File: config.mk
export PLATFORM = sky130hd
export DESIGN_NAME = drinking_philosopher_node_flat
export DESIGN_NICKNAME = d
export VERILOG_FILES = /design/src/sv/dpn_pkg.sv /design/src/sv/dpn_if.sv /design/src/sv/dpn_slot_rule.sv /design/src/sv/dpn_result_pick.sv /design/src/sv/drinking_philosopher_node.sv /design/src/flat_wrapper.sv
export SDC_FILE = /design/constraint.sdc
export NUM_CORES = 1
export LEC_CHECK = 0
export CAP_MARGIN = 20
export CORE_MARGIN = 8
export CORE_UTILIZATION = 25
export DETAILED_ROUTE_END_ITERATION = 8
export DONT_BUFFER_PORTS = 1
export PLACE_DENSITY = 0.41
export SLEW_MARGIN = 40
export SYNTH_ARGS = -nofsm -noshare
export SYNTH_HDL_FRONTEND = slang
export SYNTH_SLANG_ARGS = --single-unit
File: constraint.sdc
create_clock -name clk -period 4.7 [get_ports clk]
set_input_delay 0.47 -clock clk [delete_from_list [all_inputs] [get_ports clk]]
set_output_delay 0.47 -clock clk [all_outputs]
set_load 0.05 [all_outputs]
File: src/sv/dpn_pkg.sv
// Package for the drinking philosopher node: codes, state encodings and the
// structs passed between the sequencer, the slot rule unit and the result picker.
// No dependencies.
`timescale 1ns / 1ps
`default_nettype none

package dpn_pkg;

  // Fixed field widths of the channels
  localparam int MAX_SLOTS  = 8;
  localparam int SLOT_W     = 3;
  localparam int MASK_W     = 8;
  localparam int CFG_IDX_W  = 8;
  localparam int CFG_DATA_W = 8;

  // Configuration register indexes
  localparam logic [CFG_IDX_W-1:0] CFG_NEIGHBOR_PRESENT  = 8'd0;
  localparam logic [CFG_IDX_W-1:0] CFG_START_WITH_BOTTLE = 8'd1;

  typedef enum logic [1:0] {
    PH_TRANQUIL = 2'd0,
    PH_THIRSTY  = 2'd1,
    PH_DRINKING = 2'd2
  } phase_t;

  typedef enum logic [1:0] {
    KIND_NONE   = 2'd0,
    KIND_REQ    = 2'd1,
    KIND_BOTTLE = 2'd2,
    KIND_DRINK  = 2'd3
  } kind_t;

  typedef enum logic [1:0] {
    MODE_TICK    = 2'd0,
    MODE_BOTTLE  = 2'd1,
    MODE_REQUEST = 2'd2,
    MODE_UNUSED  = 2'd3
  } mode_t;

  // Sequencer states
  typedef enum logic [1:0] {
    ST_IDLE = 2'd0,
    ST_RULE = 2'd1,
    ST_GIVE = 2'd2,
    ST_EMIT = 2'd3
  } state_t;

  // Per-slot flags
  typedef struct packed {
    logic bottle;
    logic request;
    logic need;
    logic dirty;
  } slot_flags_t;

  // Result of evaluating one slot
  typedef struct packed {
    slot_flags_t flags;
    logic        send_req;
    logic        give_bottle;
    logic        not_ready;
  } slot_rule_t;

  // Next result chosen from the pending masks
  typedef struct packed {
    kind_t             kind;
    logic [SLOT_W-1:0] target;
    logic              last;
  } pick_t;

endpackage

`default_nettype wire

File: src/sv/dpn_if.sv
// Valid/ready channel interfaces of the drinking philosopher node:
// input request channel, result channel and configuration write channel.
// Depends on dpn_pkg for field widths.
`timescale 1ns / 1ps
`default_nettype none

interface dpn_in_if;
  import dpn_pkg::*;
  logic             valid;
  logic             ready;
  logic [1:0]       mode;
  logic [SLOT_W-1:0] slot;
  logic             arrives_dirty;

  modport source (output valid, mode, slot, arrives_dirty, input ready);
  modport sink   (input valid, mode, slot, arrives_dirty, output ready);
endinterface

interface dpn_out_if;
  import dpn_pkg::*;
  logic              valid;
  logic              ready;
  logic [1:0]        kind;
  logic [SLOT_W-1:0] target_slot;
  logic [1:0]        phase_now;
  logic [MASK_W-1:0] bottles_held;
  logic [MASK_W-1:0] requests_held;
  logic              last;

  modport source (output valid, kind, target_slot, phase_now, bottles_held,
                  requests_held, last, input ready);
  modport sink   (input valid, kind, target_slot, phase_now, bottles_held,
                  requests_held, last, output ready);
endinterface

interface dpn_cfg_if;
  import dpn_pkg::*;
  logic                  valid;
  logic                  ready;
  logic [CFG_IDX_W-1:0]  index;
  logic [CFG_DATA_W-1:0] data;

  modport source (output valid, index, data, input ready);
  modport sink   (input valid, index, data, output ready);
endinterface

`default_nettype wire

File: src/sv/dpn_slot_rule.sv
// Shared per-slot rule unit: evaluates the phase rule or the bottle-giving
// rule for the one slot the sequencer points at. Depends on dpn_pkg.
`timescale 1ns / 1ps
`default_nettype none

module dpn_slot_rule (
  input  logic                give,
  input  dpn_pkg::phase_t     phase,
  input  logic                present,
  input  dpn_pkg::slot_flags_t flags_in,
  output dpn_pkg::slot_rule_t res
);
  import dpn_pkg::*;

  logic keep;

  always_comb begin
    res.flags       = flags_in;
    res.send_req    = 1'b0;
    res.give_bottle = 1'b0;
    res.not_ready   = 1'b0;
    // a needed bottle is kept while drinking, or while it is still clean
    keep = flags_in.need && (phase == PH_DRINKING || !flags_in.dirty);

    if (present) begin
      if (give) begin
        // hand a bottle over when the neighbor asked and we do not keep it
        if (flags_in.request && flags_in.bottle && !keep) begin
          res.give_bottle  = 1'b1;
          res.flags.bottle = 1'b0;
          res.flags.dirty  = 1'b0;
        end
      end else begin
        case (phase)
          PH_THIRSTY: begin
            if (flags_in.need && flags_in.request && !flags_in.bottle) begin
              res.send_req      = 1'b1;
              res.flags.request = 1'b0;
            end
            res.not_ready = flags_in.need && !flags_in.bottle;
          end
          PH_DRINKING: begin
            res.flags.need  = 1'b0;
            res.flags.dirty = 1'b1;
          end
          default: begin
            // tranquil (and the unused code): want every present bottle
            res.flags.need = 1'b1;
          end
        endcase
      end
    end
  end

endmodule

`default_nettype wire

File: src/sv/dpn_result_pick.sv
// Result picker: takes the lowest pending request send, then the drink
// report, then the lowest pending bottle send. Depends on dpn_pkg.
`timescale 1ns / 1ps
`default_nettype none

module dpn_result_pick #(
  parameter int ACTIVE = 8
) (
  input  logic [ACTIVE-1:0] req_mask,
  input  logic              drink,
  input  logic [ACTIVE-1:0] bottle_mask,
  output logic [ACTIVE-1:0] req_left,
  output logic              drink_left,
  output logic [ACTIVE-1:0] bottle_left,
  output dpn_pkg::pick_t    pick
);
  import dpn_pkg::*;

  logic [SLOT_W-1:0] req_idx;
  logic [SLOT_W-1:0] bottle_idx;

  // lowest set bit of each mask
  always_comb begin
    req_idx    = '0;
    bottle_idx = '0;
    for (int i = ACTIVE - 1; i >= 0; i--) begin
      if (req_mask[i]) req_idx = SLOT_W'(i);
      if (bottle_mask[i]) bottle_idx = SLOT_W'(i);
    end
  end

  // select by priority and drop the chosen entry
  always_comb begin
    req_left    = req_mask;
    drink_left  = drink;
    bottle_left = bottle_mask;
    pick.kind   = KIND_NONE;
    pick.target = '0;
    if (|req_mask) begin
      pick.kind   = KIND_REQ;
      pick.target = req_idx;
      req_left    = req_mask & (req_mask - ACTIVE'(1));
    end else if (drink) begin
      pick.kind  = KIND_DRINK;
      drink_left = 1'b0;
    end else if (|bottle_mask) begin
      pick.kind   = KIND_BOTTLE;
      pick.target = bottle_idx;
      bottle_left = bottle_mask & (bottle_mask - ACTIVE'(1));
    end
    pick.last = !(|req_left) && !drink_left && !(|bottle_left);
  end

endmodule

`default_nettype wire

File: src/sv/drinking_philosopher_node.sv
// One node of the drinking philosophers protocol: sequencer, per-slot flags
// and output register. Depends on dpn_pkg, dpn_if, dpn_slot_rule, dpn_result_pick.
//
// Usage:
//   in_if  : requests (tick, bottle arrival, request arrival) on valid/ready.
//   out_if : results on valid/ready; every request yields one or more results,
//            the final one flagged by last. A request that sends nothing gives
//            one result of kind none.
//   cfg_if : register writes (0 neighbor_present, 1 start_with_bottle), always
//            ready; write only while the node is idle. Writing
//            start_with_bottle reloads all slot flags.
// Sequence: a tick walks the slots twice through the shared slot rule unit (phase
//   rule, then bottle-giving rule), one slot per cycle, then sends one result
//   per cycle while the receiver takes them. A bottle or request arrival skips
//   the walk and goes straight to sending its result.
// in_if.ready is high only while the sequencer is idle; it does not wait for
//   the last result to be taken, which sits in the output register.
// A stalled receiver holds the output register and the sequencer in its send
//   state. Reset: tranquil, all slots present, each slot holding its request token and no bottle.
`timescale 1ns / 1ps
`default_nettype none

module drinking_philosopher_node #(
  parameter int SLOTS = 8
) (
  input  logic           clk,
  input  logic           rst_n,
  dpn_in_if.sink         in_if,
  dpn_out_if.source      out_if,
  dpn_cfg_if.sink        cfg_if
);
  import dpn_pkg::*;

  localparam int ACTIVE = (SLOTS < MAX_SLOTS) ? SLOTS : MAX_SLOTS;
  localparam int CW     = (ACTIVE > 1) ? $clog2(ACTIVE) : 1;

  state_t            state_r, state_nxt;
  phase_t            phase_r, phase_nxt;
  logic [CW-1:0]     cnt_r, cnt_nxt;
  logic [MASK_W-1:0] present_r, present_nxt;
  logic [ACTIVE-1:0] bottle_r, bottle_nxt;
  logic [ACTIVE-1:0] req_r, req_nxt;
  logic [ACTIVE-1:0] need_r, need_nxt;
  logic [ACTIVE-1:0] dirty_r, dirty_nxt;
  logic [ACTIVE-1:0] req_mask_r, req_mask_nxt;
  logic [ACTIVE-1:0] bottle_mask_r, bottle_mask_nxt;
  logic              drink_r, drink_nxt;
  logic              not_ready_r, not_ready_nxt;
  logic              out_valid_r, out_valid_nxt;

  // output payload registers
  kind_t             out_kind_r, out_kind_nxt;
  logic [SLOT_W-1:0] out_target_r, out_target_nxt;
  logic [1:0]        out_phase_r, out_phase_nxt;
  logic [MASK_W-1:0] out_bottles_r, out_bottles_nxt;
  logic [MASK_W-1:0] out_reqs_r, out_reqs_nxt;
  logic              out_last_r, out_last_nxt;

  slot_flags_t       cur_flags;
  slot_rule_t        rule_res;
  pick_t             pick;
  logic [ACTIVE-1:0] req_left, bottle_left;
  logic              drink_left;
  logic              msg_ok;
  logic [CW-1:0]     msg_idx;
  logic              slot_end;
  logic              load_out;

  // flags of the slot under the counter
  assign cur_flags.bottle  = bottle_r[cnt_r];
  assign cur_flags.request = req_r[cnt_r];
  assign cur_flags.need    = need_r[cnt_r];
  assign cur_flags.dirty   = dirty_r[cnt_r];
  assign slot_end          = (cnt_r == CW'(ACTIVE - 1));

  dpn_slot_rule u_rule (
    .give     (state_r == ST_GIVE),
    .phase    (phase_r),
    .present  (present_r[cnt_r]),
    .flags_in (cur_flags),
    .res      (rule_res)
  );

  dpn_result_pick #(.ACTIVE(ACTIVE)) u_pick (
    .req_mask    (req_mask_r),
    .drink       (drink_r),
    .bottle_mask (bottle_mask_r),
    .req_left    (req_left),
    .drink_left  (drink_left),
    .bottle_left (bottle_left),
    .pick        (pick)
  );

  // arriving message slot check
  assign msg_ok  = (32'(in_if.slot) < ACTIVE) && present_r[in_if.slot];
  assign msg_idx = in_if.slot[CW-1:0];

  assign in_if.ready  = (state_r == ST_IDLE);
  assign cfg_if.ready = 1'b1;
  assign load_out     = (state_r == ST_EMIT) && (!out_valid_r || out_if.ready);

  // next state and datapath
  always_comb begin
    state_nxt       = state_r;
    phase_nxt       = phase_r;
    cnt_nxt         = cnt_r;
    present_nxt     = present_r;
    bottle_nxt      = bottle_r;
    req_nxt         = req_r;
    need_nxt        = need_r;
    dirty_nxt       = dirty_r;
    req_mask_nxt    = req_mask_r;
    bottle_mask_nxt = bottle_mask_r;
    drink_nxt       = drink_r;
    not_ready_nxt   = not_ready_r;
    out_valid_nxt   = out_valid_r && !out_if.ready;
    out_kind_nxt    = out_kind_r;
    out_target_nxt  = out_target_r;
    out_phase_nxt   = out_phase_r;
    out_bottles_nxt = out_bottles_r;
    out_reqs_nxt    = out_reqs_r;
    out_last_nxt    = out_last_r;

    unique case (state_r)
      ST_IDLE: begin
        if (in_if.valid) begin
          req_mask_nxt    = '0;
          bottle_mask_nxt = '0;
          drink_nxt       = 1'b0;
          not_ready_nxt   = 1'b0;
          cnt_nxt         = '0;
          state_nxt       = ST_EMIT;
          unique case (mode_t'(in_if.mode))
            MODE_TICK: state_nxt = ST_RULE;
            MODE_BOTTLE: begin
              if (msg_ok) begin
                bottle_nxt[msg_idx] = 1'b1;
                dirty_nxt[msg_idx]  = in_if.arrives_dirty;
              end
            end
            MODE_REQUEST: begin
              if (msg_ok) req_nxt[msg_idx] = 1'b1;
            end
            default: ;
          endcase
        end
      end

      // phase rule, one slot per cycle
      ST_RULE: begin
        bottle_nxt[cnt_r]   = rule_res.flags.bottle;
        req_nxt[cnt_r]      = rule_res.flags.request;
        need_nxt[cnt_r]     = rule_res.flags.need;
        dirty_nxt[cnt_r]    = rule_res.flags.dirty;
        req_mask_nxt[cnt_r] = rule_res.send_req;
        not_ready_nxt       = not_ready_r | rule_res.not_ready;
        if (slot_end) begin
          cnt_nxt   = '0;
          state_nxt = ST_GIVE;
          case (phase_r)
            PH_THIRSTY:
              phase_nxt = (not_ready_r | rule_res.not_ready) ? PH_THIRSTY : PH_DRINKING;
            PH_DRINKING: begin
              phase_nxt = PH_TRANQUIL;
              drink_nxt = 1'b1;
            end
            default: phase_nxt = PH_THIRSTY;
          endcase
        end else begin
          cnt_nxt = cnt_r + CW'(1);
        end
      end

      // bottle-giving rule under the new phase
      ST_GIVE: begin
        bottle_nxt[cnt_r]      = rule_res.flags.bottle;
        req_nxt[cnt_r]         = rule_res.flags.request;
        need_nxt[cnt_r]        = rule_res.flags.need;
        dirty_nxt[cnt_r]       = rule_res.flags.dirty;
        bottle_mask_nxt[cnt_r] = rule_res.give_bottle;
        if (slot_end) begin
          cnt_nxt   = '0;
          state_nxt = ST_EMIT;
        end else begin
          cnt_nxt = cnt_r + CW'(1);
        end
      end

      // one result per cycle into the output register, unless the receiver stalls
      ST_EMIT: begin
        if (load_out) begin
          out_valid_nxt   = 1'b1;
          out_kind_nxt    = pick.kind;
          out_target_nxt  = pick.target;
          out_phase_nxt   = phase_r;
          out_bottles_nxt = MASK_W'(bottle_r);
          out_reqs_nxt    = MASK_W'(req_r);
          out_last_nxt    = pick.last;
          req_mask_nxt    = req_left;
          bottle_mask_nxt = bottle_left;
          drink_nxt       = drink_left;
          if (pick.last) state_nxt = ST_IDLE;
        end
      end

      default: state_nxt = ST_IDLE;
    endcase

    // configuration writes
    if (cfg_if.valid) begin
      unique case (cfg_if.index)
        CFG_NEIGHBOR_PRESENT: present_nxt = cfg_if.data;
        CFG_START_WITH_BOTTLE: begin
          bottle_nxt = cfg_if.data[ACTIVE-1:0];
          req_nxt    = ~cfg_if.data[ACTIVE-1:0];
          need_nxt   = '0;
          dirty_nxt  = '1;
        end
        default: ;
      endcase
    end
  end

  // control and flag registers
  always_ff @(posedge clk) begin
    if (!rst_n) begin
      state_r       <= ST_IDLE;
      phase_r       <= PH_TRANQUIL;
      cnt_r         <= '0;
      present_r     <= '1;
      bottle_r      <= '0;
      req_r         <= '1;
      need_r        <= '0;
      dirty_r       <= '1;
      req_mask_r    <= '0;
      bottle_mask_r <= '0;
      drink_r       <= 1'b0;
      not_ready_r   <= 1'b0;
      out_valid_r   <= 1'b0;
    end else begin
      state_r       <= state_nxt;
      phase_r       <= phase_nxt;
      cnt_r         <= cnt_nxt;
      present_r     <= present_nxt;
      bottle_r      <= bottle_nxt;
      req_r         <= req_nxt;
      need_r        <= need_nxt;
      dirty_r       <= dirty_nxt;
      req_mask_r    <= req_mask_nxt;
      bottle_mask_r <= bottle_mask_nxt;
      drink_r       <= drink_nxt;
      not_ready_r   <= not_ready_nxt;
      out_valid_r   <= out_valid_nxt;
    end
  end

  // output payload
  always_ff @(posedge clk) begin
    out_kind_r    <= out_kind_nxt;
    out_target_r  <= out_target_nxt;
    out_phase_r   <= out_phase_nxt;
    out_bottles_r <= out_bottles_nxt;
    out_reqs_r    <= out_reqs_nxt;
    out_last_r    <= out_last_nxt;
  end

  assign out_if.valid         = out_valid_r;
  assign out_if.kind          = out_kind_r;
  assign out_if.target_slot   = out_target_r;
  assign out_if.phase_now     = out_phase_r;
  assign out_if.bottles_held  = out_bottles_r;
  assign out_if.requests_held = out_reqs_r;
  assign out_if.last          = out_last_r;

endmodule

`default_nettype wire

File: src/flat_wrapper.sv
// flat-port wrapper written by rule: the top's interface ports become plain ports
module drinking_philosopher_node_flat import dpn_pkg::*;
#(
  parameter int SLOTS = 8
)
  (clk, rst_n, in_if_valid, in_if_mode, in_if_slot, in_if_arrives_dirty, in_if_ready, out_if_valid, out_if_kind, out_if_target_slot, out_if_phase_now, out_if_bottles_held, out_if_requests_held, out_if_last, out_if_ready, cfg_if_valid, cfg_if_index, cfg_if_data, cfg_if_ready);
  dpn_in_if in_if_i ();
  dpn_out_if out_if_i ();
  dpn_cfg_if cfg_if_i ();
  input  logic clk;
  input  logic rst_n;
  input wire logic [$bits(in_if_i.valid)-1:0] in_if_valid;
  input wire logic [$bits(in_if_i.mode)-1:0] in_if_mode;
  input wire logic [$bits(in_if_i.slot)-1:0] in_if_slot;
  input wire logic [$bits(in_if_i.arrives_dirty)-1:0] in_if_arrives_dirty;
  output wire logic [$bits(in_if_i.ready)-1:0] in_if_ready;
  output wire logic [$bits(out_if_i.valid)-1:0] out_if_valid;
  output wire logic [$bits(out_if_i.kind)-1:0] out_if_kind;
  output wire logic [$bits(out_if_i.target_slot)-1:0] out_if_target_slot;
  output wire logic [$bits(out_if_i.phase_now)-1:0] out_if_phase_now;
  output wire logic [$bits(out_if_i.bottles_held)-1:0] out_if_bottles_held;
  output wire logic [$bits(out_if_i.requests_held)-1:0] out_if_requests_held;
  output wire logic [$bits(out_if_i.last)-1:0] out_if_last;
  input wire logic [$bits(out_if_i.ready)-1:0] out_if_ready;
  input wire logic [$bits(cfg_if_i.valid)-1:0] cfg_if_valid;
  input wire logic [$bits(cfg_if_i.index)-1:0] cfg_if_index;
  input wire logic [$bits(cfg_if_i.data)-1:0] cfg_if_data;
  output wire logic [$bits(cfg_if_i.ready)-1:0] cfg_if_ready;
  assign in_if_i.valid = in_if_valid;
  assign in_if_i.mode = in_if_mode;
  assign in_if_i.slot = in_if_slot;
  assign in_if_i.arrives_dirty = in_if_arrives_dirty;
  assign in_if_ready = in_if_i.ready;
  assign out_if_valid = out_if_i.valid;
  assign out_if_kind = out_if_i.kind;
  assign out_if_target_slot = out_if_i.target_slot;
  assign out_if_phase_now = out_if_i.phase_now;
  assign out_if_bottles_held = out_if_i.bottles_held;
  assign out_if_requests_held = out_if_i.requests_held;
  assign out_if_last = out_if_i.last;
  assign out_if_i.ready = out_if_ready;
  assign cfg_if_i.valid = cfg_if_valid;
  assign cfg_if_i.index = cfg_if_index;
  assign cfg_if_i.data = cfg_if_data;
  assign cfg_if_ready = cfg_if_i.ready;
  drinking_philosopher_node #(.SLOTS(SLOTS)) u_core (.clk(clk), .rst_n(rst_n), .in_if(in_if_i), .out_if(out_if_i), .cfg_if(cfg_if_i));
endmodule
==> results of run 1 <==
==> routing by layer <==
metal  routed length [um]  vias to the layer above  global-route usage
met5                   10                        -                   0
met1                 8250                     2251               0.187
met4                  378                        2              0.0480
met2                 8110                      174               0.218
met3                 1530                       29              0.0450
li1                     -                     2172                   -
==> state kept, by name (all words and copies together) (netlist names), 3 cells and up <==
register                     flops
u_core.bottle_mask_r             8
u_core.out_if.bottles_held       8
u_core.bottle_r                  8
u_core.out_if.target_slot        3
u_core.dirty_r                   8
u_core.present_r                 8
u_core.req_mask_r                8
u_core.req_r                     8
u_core.out_if.requests_held      8
u_core.need_r                    8
u_core.cnt_r                     3
==> worst paths after layout <==
path	startpoint	endpoint	slack [ns]	cells past startpoint
worst min-delay path	rst_n	u_core.present_r[4]$_SDFFE_PN1P_	0.18	1
worst min register to register	u_core.need_r[3]$_SDFF_PN0_	u_core.need_r[3]$_SDFF_PN0_	0.47	2
worst max-delay path	u_core.cnt_r[0]$_SDFFE_PN0P_	u_core.req_r[1]$_SDFF_PN1_	1.47	7
worst max register to register	u_core.cnt_r[0]$_SDFFE_PN0P_	u_core.req_r[1]$_SDFF_PN1_	1.47	7
==> cell families after synthesis <==
kind of cell    after synthesis
mux                          24
compound gates              180
flops                        90
other cells                   1
buf+inv                      67
simple gates                215
fa+ha+maj                     9
==> placed cells by master (no fill, tap or decap), types with 4 or more instances in the layout <==
master,count
o22ai_1,14
mux4_2,9
a21oi_1,36
and3_1,8
edfxtp_1,24
or3_1,8
nand3_1,15
clkbuf_16,9
nor3_1,13
nor4_1,6
o221ai_1,13
o211ai_1,4
nor3b_1,4
and3b_1,5
dfxtp_1,65
a221o_1,7
o2111ai_1,8
nor2_1,35
nand3b_1,5
or4_1,7
a22oi_1,6
nand2_1,67
and2_1,7
inv_1,22
nor2b_1,6
buf_4,7
o21ai_0,47
ha_1,8
mux2i_1,14
a221oi_1,11
or2_2,5
nand4_1,4
==> critical path: cells and delay by family, from the launching register on <==
kind	cells	cell delay, ns
and+or+nand+nor	3	0.77
DFF	1	0.74
AOI/OAI and AO/OA	2	0.64
muxes	1	0.55
buffers and inverters	1	0.37
==> power groups by stage <==
stage               Sequential, mW  Combinational (mW)  Clock (mW)
finish                        1.19                1.25       0.779
global route                  1.21                1.37       0.829
CTS                           1.19                1.24       0.805
detailed placement            1.20                1.23           0
global placement              1.20                1.24           0
floorplan                     1.14               0.956           0
==> layout make-up <==
class                           instances  area (um2)
Multi-Input combinational cell        429        2820
Sequential cell                        90        2040
Fill cell                            2152       14600
Clock inverter                          7        93.8
Clock buffer                            9         225
Inverter                               23        86.3
Tap cell                              270         338
Timing Repair Buffer                    7        52.6
==> impl_metrics.tcl, run 1 <==
set metrics [dict create \
    net-switching-power_mw 1.33 \
    setup_tns_ns 0 \
    cts_setup_buffers 0 \
    power_density_mw_per_mm2 568 \
    wl_per_cell_um 21.9 \
    routed-via-count 4628 \
    syn_avg_cell_area_um2 8.78 \
    cts_sinks 90 \
    synthArstFlopShare 0 \
    ys_seq_area_frac 0.397 \
    synthAdderAreaFrac 0.0214 \
    drt_iter0_markers 433 \
    worstMarginPinSlew_ns 0.796 \
    yosys-top-cells-area "dfxtp_1, edfxtp_1, nand2_1, o21ai_0, mux4_2" \
    fin_crit_sh 0.687 \
    holdBufCountCts 0 \
    path_cells "buf_4 > mux4_2 > or3b_1 > a2111o_1 > and3_1 > nand2_1 > o2111ai_1" \
    hpwl_mm 13.7 \
    antenna_found_initial 1 \
    p_int_mw 1.88 \
    die-height_um 159 \
    syn_area_mm2 0.00514 \
    synth_mux_area_frac 0.0688 \
    synth_xor_area_frac 0 \
    seqPwrFrac 0.368 \
    post-synth-top-count-cell "nand2_1" \
    cts.repair.resized 0 \
    combPwrFrac 0.389 \
    synth_top_area_frac 0.257 \
    maxCapViolCount 0 \
    finalSetupViolations 0 \
    synth_top_cell_by_area "dfxtp_1" \
    synth_common_cells "nand2_1, dfxtp_1, o21ai_0" \
    cts-root-buf "clkbuf_16" \
    ios 54 \
    arrival_ns 3.43 \
    synth.distinct_cells 72 \
    path_max_fanout 20 \
    fmax_mhz 310 \
    dr.pass1.iters 5 \
    synth-seq-cells 90 \
    gp_congestion 0.841 \
    design_area_mm2 0.00566 \
    drv_slew 0 \
    power_mw 3.22 \
    critPathLaunchType "register" \
    cts_buffers 9 \
    start_util 0.254 \
    synth_compound_area_frac 0.237 \
    clkSlewWorstSetupHoldPaths_ns 0.07 \
    ant_nets 0 \
    cp_data_required_time_ns 4.91 \
    synth.net_count 621 \
    rows 52 \
    tritoncts "yes" \
    grt_start_max_net_pins 46 \
    ys_warn_count 0 \
    synth-edff-count 24 \
    nets 595 \
    sw_frac_of_total 0.415 \
    die_width_um 159 \
    grt_pass1_wl_mm 28.2 \
    core_area_mm2 0.0202 \
    ys_dominant_reg_cell "dfxtp_1" \
    syn2layout_area_growth_pct 10.1 \
    drcViolationCount 0 \
    cp_slowest_cell "dfxtp_1" \
    skew_ns 0.0130 \
    first_global_vias 4547 \
    dieArea_mm2 0.0254 \
    cpPeakStageDelay_ns 0.74 \
    finalCriticalPeriod_ns 3.23 \
    place_inst 819 \
    insertion_delay_ns 0.35 \
    antenna_cells 0 \
    viasPerCell 5.54 \
    grt.overflow.total 0 \
    layout.cells.non_filler 835 \
    dp_slack_ns 1.51 \
    hp-class "in2reg" \
    synth-simple-area-share 0.220 \
    syn_inst 586 \
    h-tree-depth 3 \
    drive_gt1_frac 0.0973 \
    hold_viol 0 \
    clkPwrFrac 0.242 \
    power_leakage_nw 1.97 \
    slew-limit-headroom 0.467 \
    numPortBuffers 0 \
    clock_path_buffers 2 \
    crit_type "reg2reg" \
    grt_setup_unrepaired "no" \
    placed_area_mm2 0.00534 \
    status "finished, final reports clean" \
    layout_setup_ws_ns 1.47 \
    routed_wl_mm 18.3 \
    whs_ns 0.179 \
    ir_drop_v 0.000195 \
    fin_util 0.280 \
    synth_top_family_by_area "compound AO/OA/AOI/OAI gates" \
    end_kind "register" \
    grt_usage 0.143 \
]
Power figures use the tool's default switching activity.
==> run 2, diff against run 1 <==
- PLACE_DENSITY: 0.41 -> 0.43
- clock period: 4.7 -> 2.89 ns (I/O delays scaled with it)
==> run 2 against run 1 <==
Compared with the run above:
- hold slack worse by 0.17 ns
- first-iteration DRC count increased by 12%
- setup slack got worse by 1.2 ns
- combinational power rose by 73%
- sequential share of layout area decreased by 1.4 points
==> impl_metrics.tcl, run 2 (synthesized netlist as in run 1, its figures left out) <==
set metrics [dict create \
    fin_util 0.291 \
    grt_setup_unrepaired "no" \
    cts_setup_buffers 0 \
    core_area_mm2 0.0202 \
    combPwrFrac 0.398 \
    drt_iter0_markers 485 \
    h-tree-depth 3 \
    sw_frac_of_total 0.407 \
    grt_pass1_wl_mm 28.2 \
    drcViolationCount 0 \
    cts-root-buf "clkbuf_16" \
    seqPwrFrac 0.355 \
    ir_drop_v 0.000295 \
    ant_nets 0 \
    hold_viol 0 \
    p_int_mw 3.22 \
    ios 54 \
    fin_crit_sh 0.918 \
    skew_ns 0.00752 \
    viasPerCell 5.53 \
    syn2layout_area_growth_pct 14.6 \
    hpwl_mm 13.7 \
    tritoncts "yes" \
    drive_gt1_frac 0.133 \
    numPortBuffers 0 \
    antenna_found_initial 1 \
    rows 52 \
    status "finished, final reports clean" \
    final_common_cell "nand2_1" \
    drv_slew 0 \
    routed-via-count 4771 \
    critPathLaunchType "register" \
    fmax_mhz 377 \
    end_kind "register" \
    design_area_mm2 0.00589 \
    crit_type "reg2reg" \
    power_leakage_nw 2.11 \
    routed_wl_mm 18.3 \
    clkSlewWorstSetupHoldPaths_ns 0.07 \
    arrival_ns 2.88 \
    antenna_cells 0 \
    maxCapViolCount 0 \
    clkPwrFrac 0.247 \
    wl_per_cell_um 21.2 \
    place_inst 843 \
    grt_start_max_net_pins 33 \
    slew-limit-headroom 0.578 \
    insertion_delay_ns 0.35 \
    die-height_um 159 \
    clock_path_buffers 2 \
    worstMarginPinSlew_ns 0.624 \
    grt.overflow.total 0 \
    finalSetupViolations 0 \
    placed_area_mm2 0.00553 \
    gp_congestion 0.902 \
    dp_slack_ns 0.258 \
    start_util 0.254 \
    holdBufCountCts 2 \
    nFillCells 2110 \
    grt_usage 0.142 \
    dr.pass1.iters 7 \
    setup_tns_ns 0 \
    layout_setup_ws_ns 0.238 \
    finalCriticalPeriod_ns 2.65 \
    layout.cells.non_filler 862 \
    power_density_mw_per_mm2 922 \
    path_max_fanout 7 \
    dieArea_mm2 0.0254 \
    final_cell_mix "nand2_1, dfxtp_1, o21ai_0" \
    nets 622 \
    hp-class "in2reg" \
    cp_data_required_time_ns 3.12 \
    net-switching-power_mw 2.21 \
    cts_sinks 90 \
    die_width_um 159 \
    first_global_vias 4668 \
    cts.repair.resized 0 \
    cts_buffers 9 \
]
run 2: path summary, 6_finish.rpt:
kind / from / cells after the start / slack, ns / end
max reg2reg: u_core.req_mask_r[0]$_SDFFE_PN0P_ / 6 / 0.24 / u_core.state_r[0]$_SDFFE_PN0P_
min: rst_n / 1 / 0.01 / u_core.present_r[2]$_SDFFE_PN1P_
max: u_core.req_mask_r[0]$_SDFFE_PN0P_ / 6 / 0.24 / u_core.state_r[0]$_SDFFE_PN0P_
min reg2reg: u_core.need_r[6]$_SDFF_PN0_ / 2 / 0.47 / u_core.need_r[6]$_SDFF_PN0_
run 2: critical path, stage by stage (launching register included):
cell	delay (ns)
dfxtp_1	0.37
or4_4	0.62
or3_4	0.37
a2111o_1	0.45
a211oi_2	0.40
o21ai_0	0.15
nor3b_2	0.17
run 2: final cells by class:
type	instances	area (um2)	area share
timing repair buffer	34	263	0.0446
tap	270	338	0.0573
clock buffer	10	250	0.0425
sequential	90	2040	0.346
inverter	23	86.3	0.0146
multi-input combinational	429	2830	0.480
clock inverter	6	86.3	0.0146
run 2: power groups by stage:
stage,Clock [mW],Sequential (mW),Combinational (mW)
finish,1.34,1.93,2.16
global placement,0,1.95,2.11
global route,1.43,1.95,2.36
CTS,1.37,1.93,2.14
floorplan,0,1.85,1.56
detailed placement,0,1.96,2.13
run 2: metal layers:
| layer | up-vias | GRT usage | wire length (um) | share of wire |
|---|---|---|---|---|
| li1 | 2225 | - | - | - |
| met1 | 2381 | 0.182 | 8510 | 0.47 |
| met2 | 146 | 0.232 | 8580 | 0.47 |
| met3 | 17 | 0.0315 | 906 | 0.050 |
| met4 | 2 | 0.0429 | 262 | 0.014 |
| met5 | - | 0 | 13 | 0.00071 |
run 2: through the flow:
| step | power (mW) | hold slack [ns] |
|---|---|---|
| floorplan | 3.40 | 0.418 |
| global placement | 4.06 | 0.358 |
| detailed placement | 4.09 | 0.361 |
| CTS | 5.44 | 0.00135 |
| global route | 5.74 | 0.00160 |
| finish | 5.43 | 0.0143 |
==> run 3, diff against run 2 <==
- CORE_UTILIZATION: 25 -> 58
- PLACE_DENSITY: 0.43 -> 0.79
==> run 3 against run 2 <==
Compared with the run above:
- first-iteration DRC count increased by 30%
- sequential share of layout area increased by 2.6 points
- count of clock-buffer cells in the layout decreased by 1
- critical endpoint is now u_core.bottle_mask_r[4]$_SDFFE_PN0P_
- via count increased by 3.2%
- largest cell class unchanged
- highest routed layer is now met4
- total power decreased by 9.1%
- critical path type unchanged
- register-to-register slack got worse by 0.05 ns
- clock skew increased by 0.0099 ns
- setup slack got worse by 0.054 ns
- non-clock buffer count decreased by 9
- design area decreased by 7.0%
- combinational power decreased by 2%
- wire length decreased by 10%
==> impl_metrics.tcl, run 3 (synthesized netlist as in run 1, its figures left out) <==
set metrics [dict create \
    grt_usage 0.273 \
    first_global_vias 4676 \
    hold_start "rst_n" \
    skew_ns 0.0174 \
    final_cell_mix "nand2_1, dfxtp_1, o21ai_0" \
    antenna_cells 0 \
    final_common_cell "nand2_1" \
    hold_viol 0 \
    tritoncts "yes" \
    clkSlewWorstSetupHoldPaths_ns 0.11 \
    slew-limit-headroom 0.442 \
    dr.pass1.iters 5 \
    fin_crit_sh 0.936 \
    path_max_fanout 12 \
    ant_nets 0 \
    fin_util 0.632 \
    setup_tns_ns 0 \
    drv_slew 0 \
    power_density_mw_per_mm2 900 \
    path_cells "buf_4 > mux4_2 > nor2b_1 > a32oi_1 > and4b_1 > nand4_1 > o22ai_1" \
    critPathLaunchType "register" \
    fmax_mhz 370 \
    layout.cells.non_filler 691 \
    cts_sinks 90 \
    layout_setup_ws_ns 0.184 \
    rows 34 \
    drt_iter0_markers 629 \
    antenna_found_initial 0 \
    cts_setup_buffers 0 \
    drive_gt1_frac 0.122 \
    wl_per_cell_um 23.7 \
    grt_pass1_wl_mm 25.6 \
    startpoint "u_core.cnt_r[0]$_SDFFE_PN0P_" \
    end_kind "register" \
    dp_slack_ns 0.223 \
    critPathTopFamily "simple AND/OR/NAND/NOR gates" \
    cp_slowest_cell "mux4_2" \
    syn2layout_area_growth_pct 6.59 \
    routed-via-count 4925 \
    die_width_um 110 \
    regToRegStartpoint "u_core.cnt_r[0]$_SDFFE_PN0P_" \
    cts-root-buf "clkbuf_8" \
    design_area_mm2 0.00548 \
    numPortBuffers 0 \
    finalCriticalPeriod_ns 2.71 \
    power_mw 4.94 \
    cp_data_required_time_ns 3.17 \
    cpPeakStageDelay_ns 0.55 \
    power_leakage_nw 2.01 \
    ir_drop_v 0.000413 \
    gp_congestion 1.01 \
    h-tree-depth 3 \
    hpwl_mm 12.1 \
    cts_buffers 9 \
    whs_ns 0.0142 \
    worstMarginPinSlew_ns 0.833 \
    maxCapViolCount 0 \
    grt_setup_unrepaired "no" \
    arrival_ns 2.98 \
    ios 54 \
    grt_start_max_net_pins 43 \
    critPathBufInv 1 \
    holdBufCountCts 1 \
    viasPerCell 7.13 \
    drcViolationCount 0 \
    nets 613 \
    status "finished, final reports clean" \
    crit_type "reg2reg" \
    insertion_delay_ns 0.36 \
    finalSetupViolations 0 \
    hp-class "in2reg" \
    placed_area_mm2 0.00527 \
    cts.repair.resized 0 \
    die-height_um 110 \
    grt.overflow.total 0 \
    core_area_mm2 0.00868 \
    start_util 0.593 \
    routed_wl_mm 16.4 \
    dieArea_mm2 0.0121 \
    clock_path_buffers 2 \
    place_inst 674 \
]
==> run 3: changes by cell type in the layout (fill, tap and decap cells not counted), moves of 2 or more <==
cell | before | now
buf_4 | 31 | 24
clkbuf_16 | 10 | 0
clkbuf_8 | 0 | 9
dlygate4sd3_1 | 3 | 1
inv_8 | 0 | 2
==> run 3: worst reg2reg max path, cell delays in order, from the launching register on <==
cell and delay [ns]:
dfxtp_1 0.34, buf_4 0.23, mux4_2 0.55, nor2b_1 0.17, a32oi_1 0.17, and4b_1 0.50
nand4_1 0.39, o22ai_1 0.28
==> run 3: final cells by class <==
cell class / count / area, um2
Clock buffer: 9 / 124
Clock inverter: 7 / 83.8
Fill cell: 757 / 3200
Inverter: 23 / 86.3
Multi-Input combinational cell: 429 / 2820
Sequential cell: 90 / 2040
Tap cell: 108 / 135
Timing Repair Buffer: 25 / 190
==> run 3: where the power goes <==
part	leakage (nW)	total, mW	internal, mW	switching (mW)
combinational	1.14	2.12	0.803	1.31
sequential	0.756	1.91	1.56	0.349
clock	0.108	0.911	0.418	0.492
total	2.01	4.94	2.78	2.16
==> run 3: worst paths after layout <==
| check | to | cells past startpoint | slack, ns |
|---|---|---|---|
| worst max register to register | u_core.bottle_mask_r[4]$_SDFFE_PN0P_ | 7 | 0.18 |
| worst min-delay path | u_core.req_r[2]$_SDFF_PN1_ | 1 | 0.01 |
| worst max-delay path | u_core.bottle_mask_r[4]$_SDFFE_PN0P_ | 7 | 0.18 |
| worst min register to register | u_core.need_r[6]$_SDFF_PN0_ | 2 | 0.47 |
==> run 3: routing by layer <==
metal	wire (um)	part of all wire	global-route usage	vias to the layer above
met1	6690	0.41	0.370	2327
met3	2060	0.13	0.0727	50
met5	0	0	0.0168	-
met4	531	0.032	0.105	0
li1	-	-	-	2207
met2	7090	0.43	0.405	341
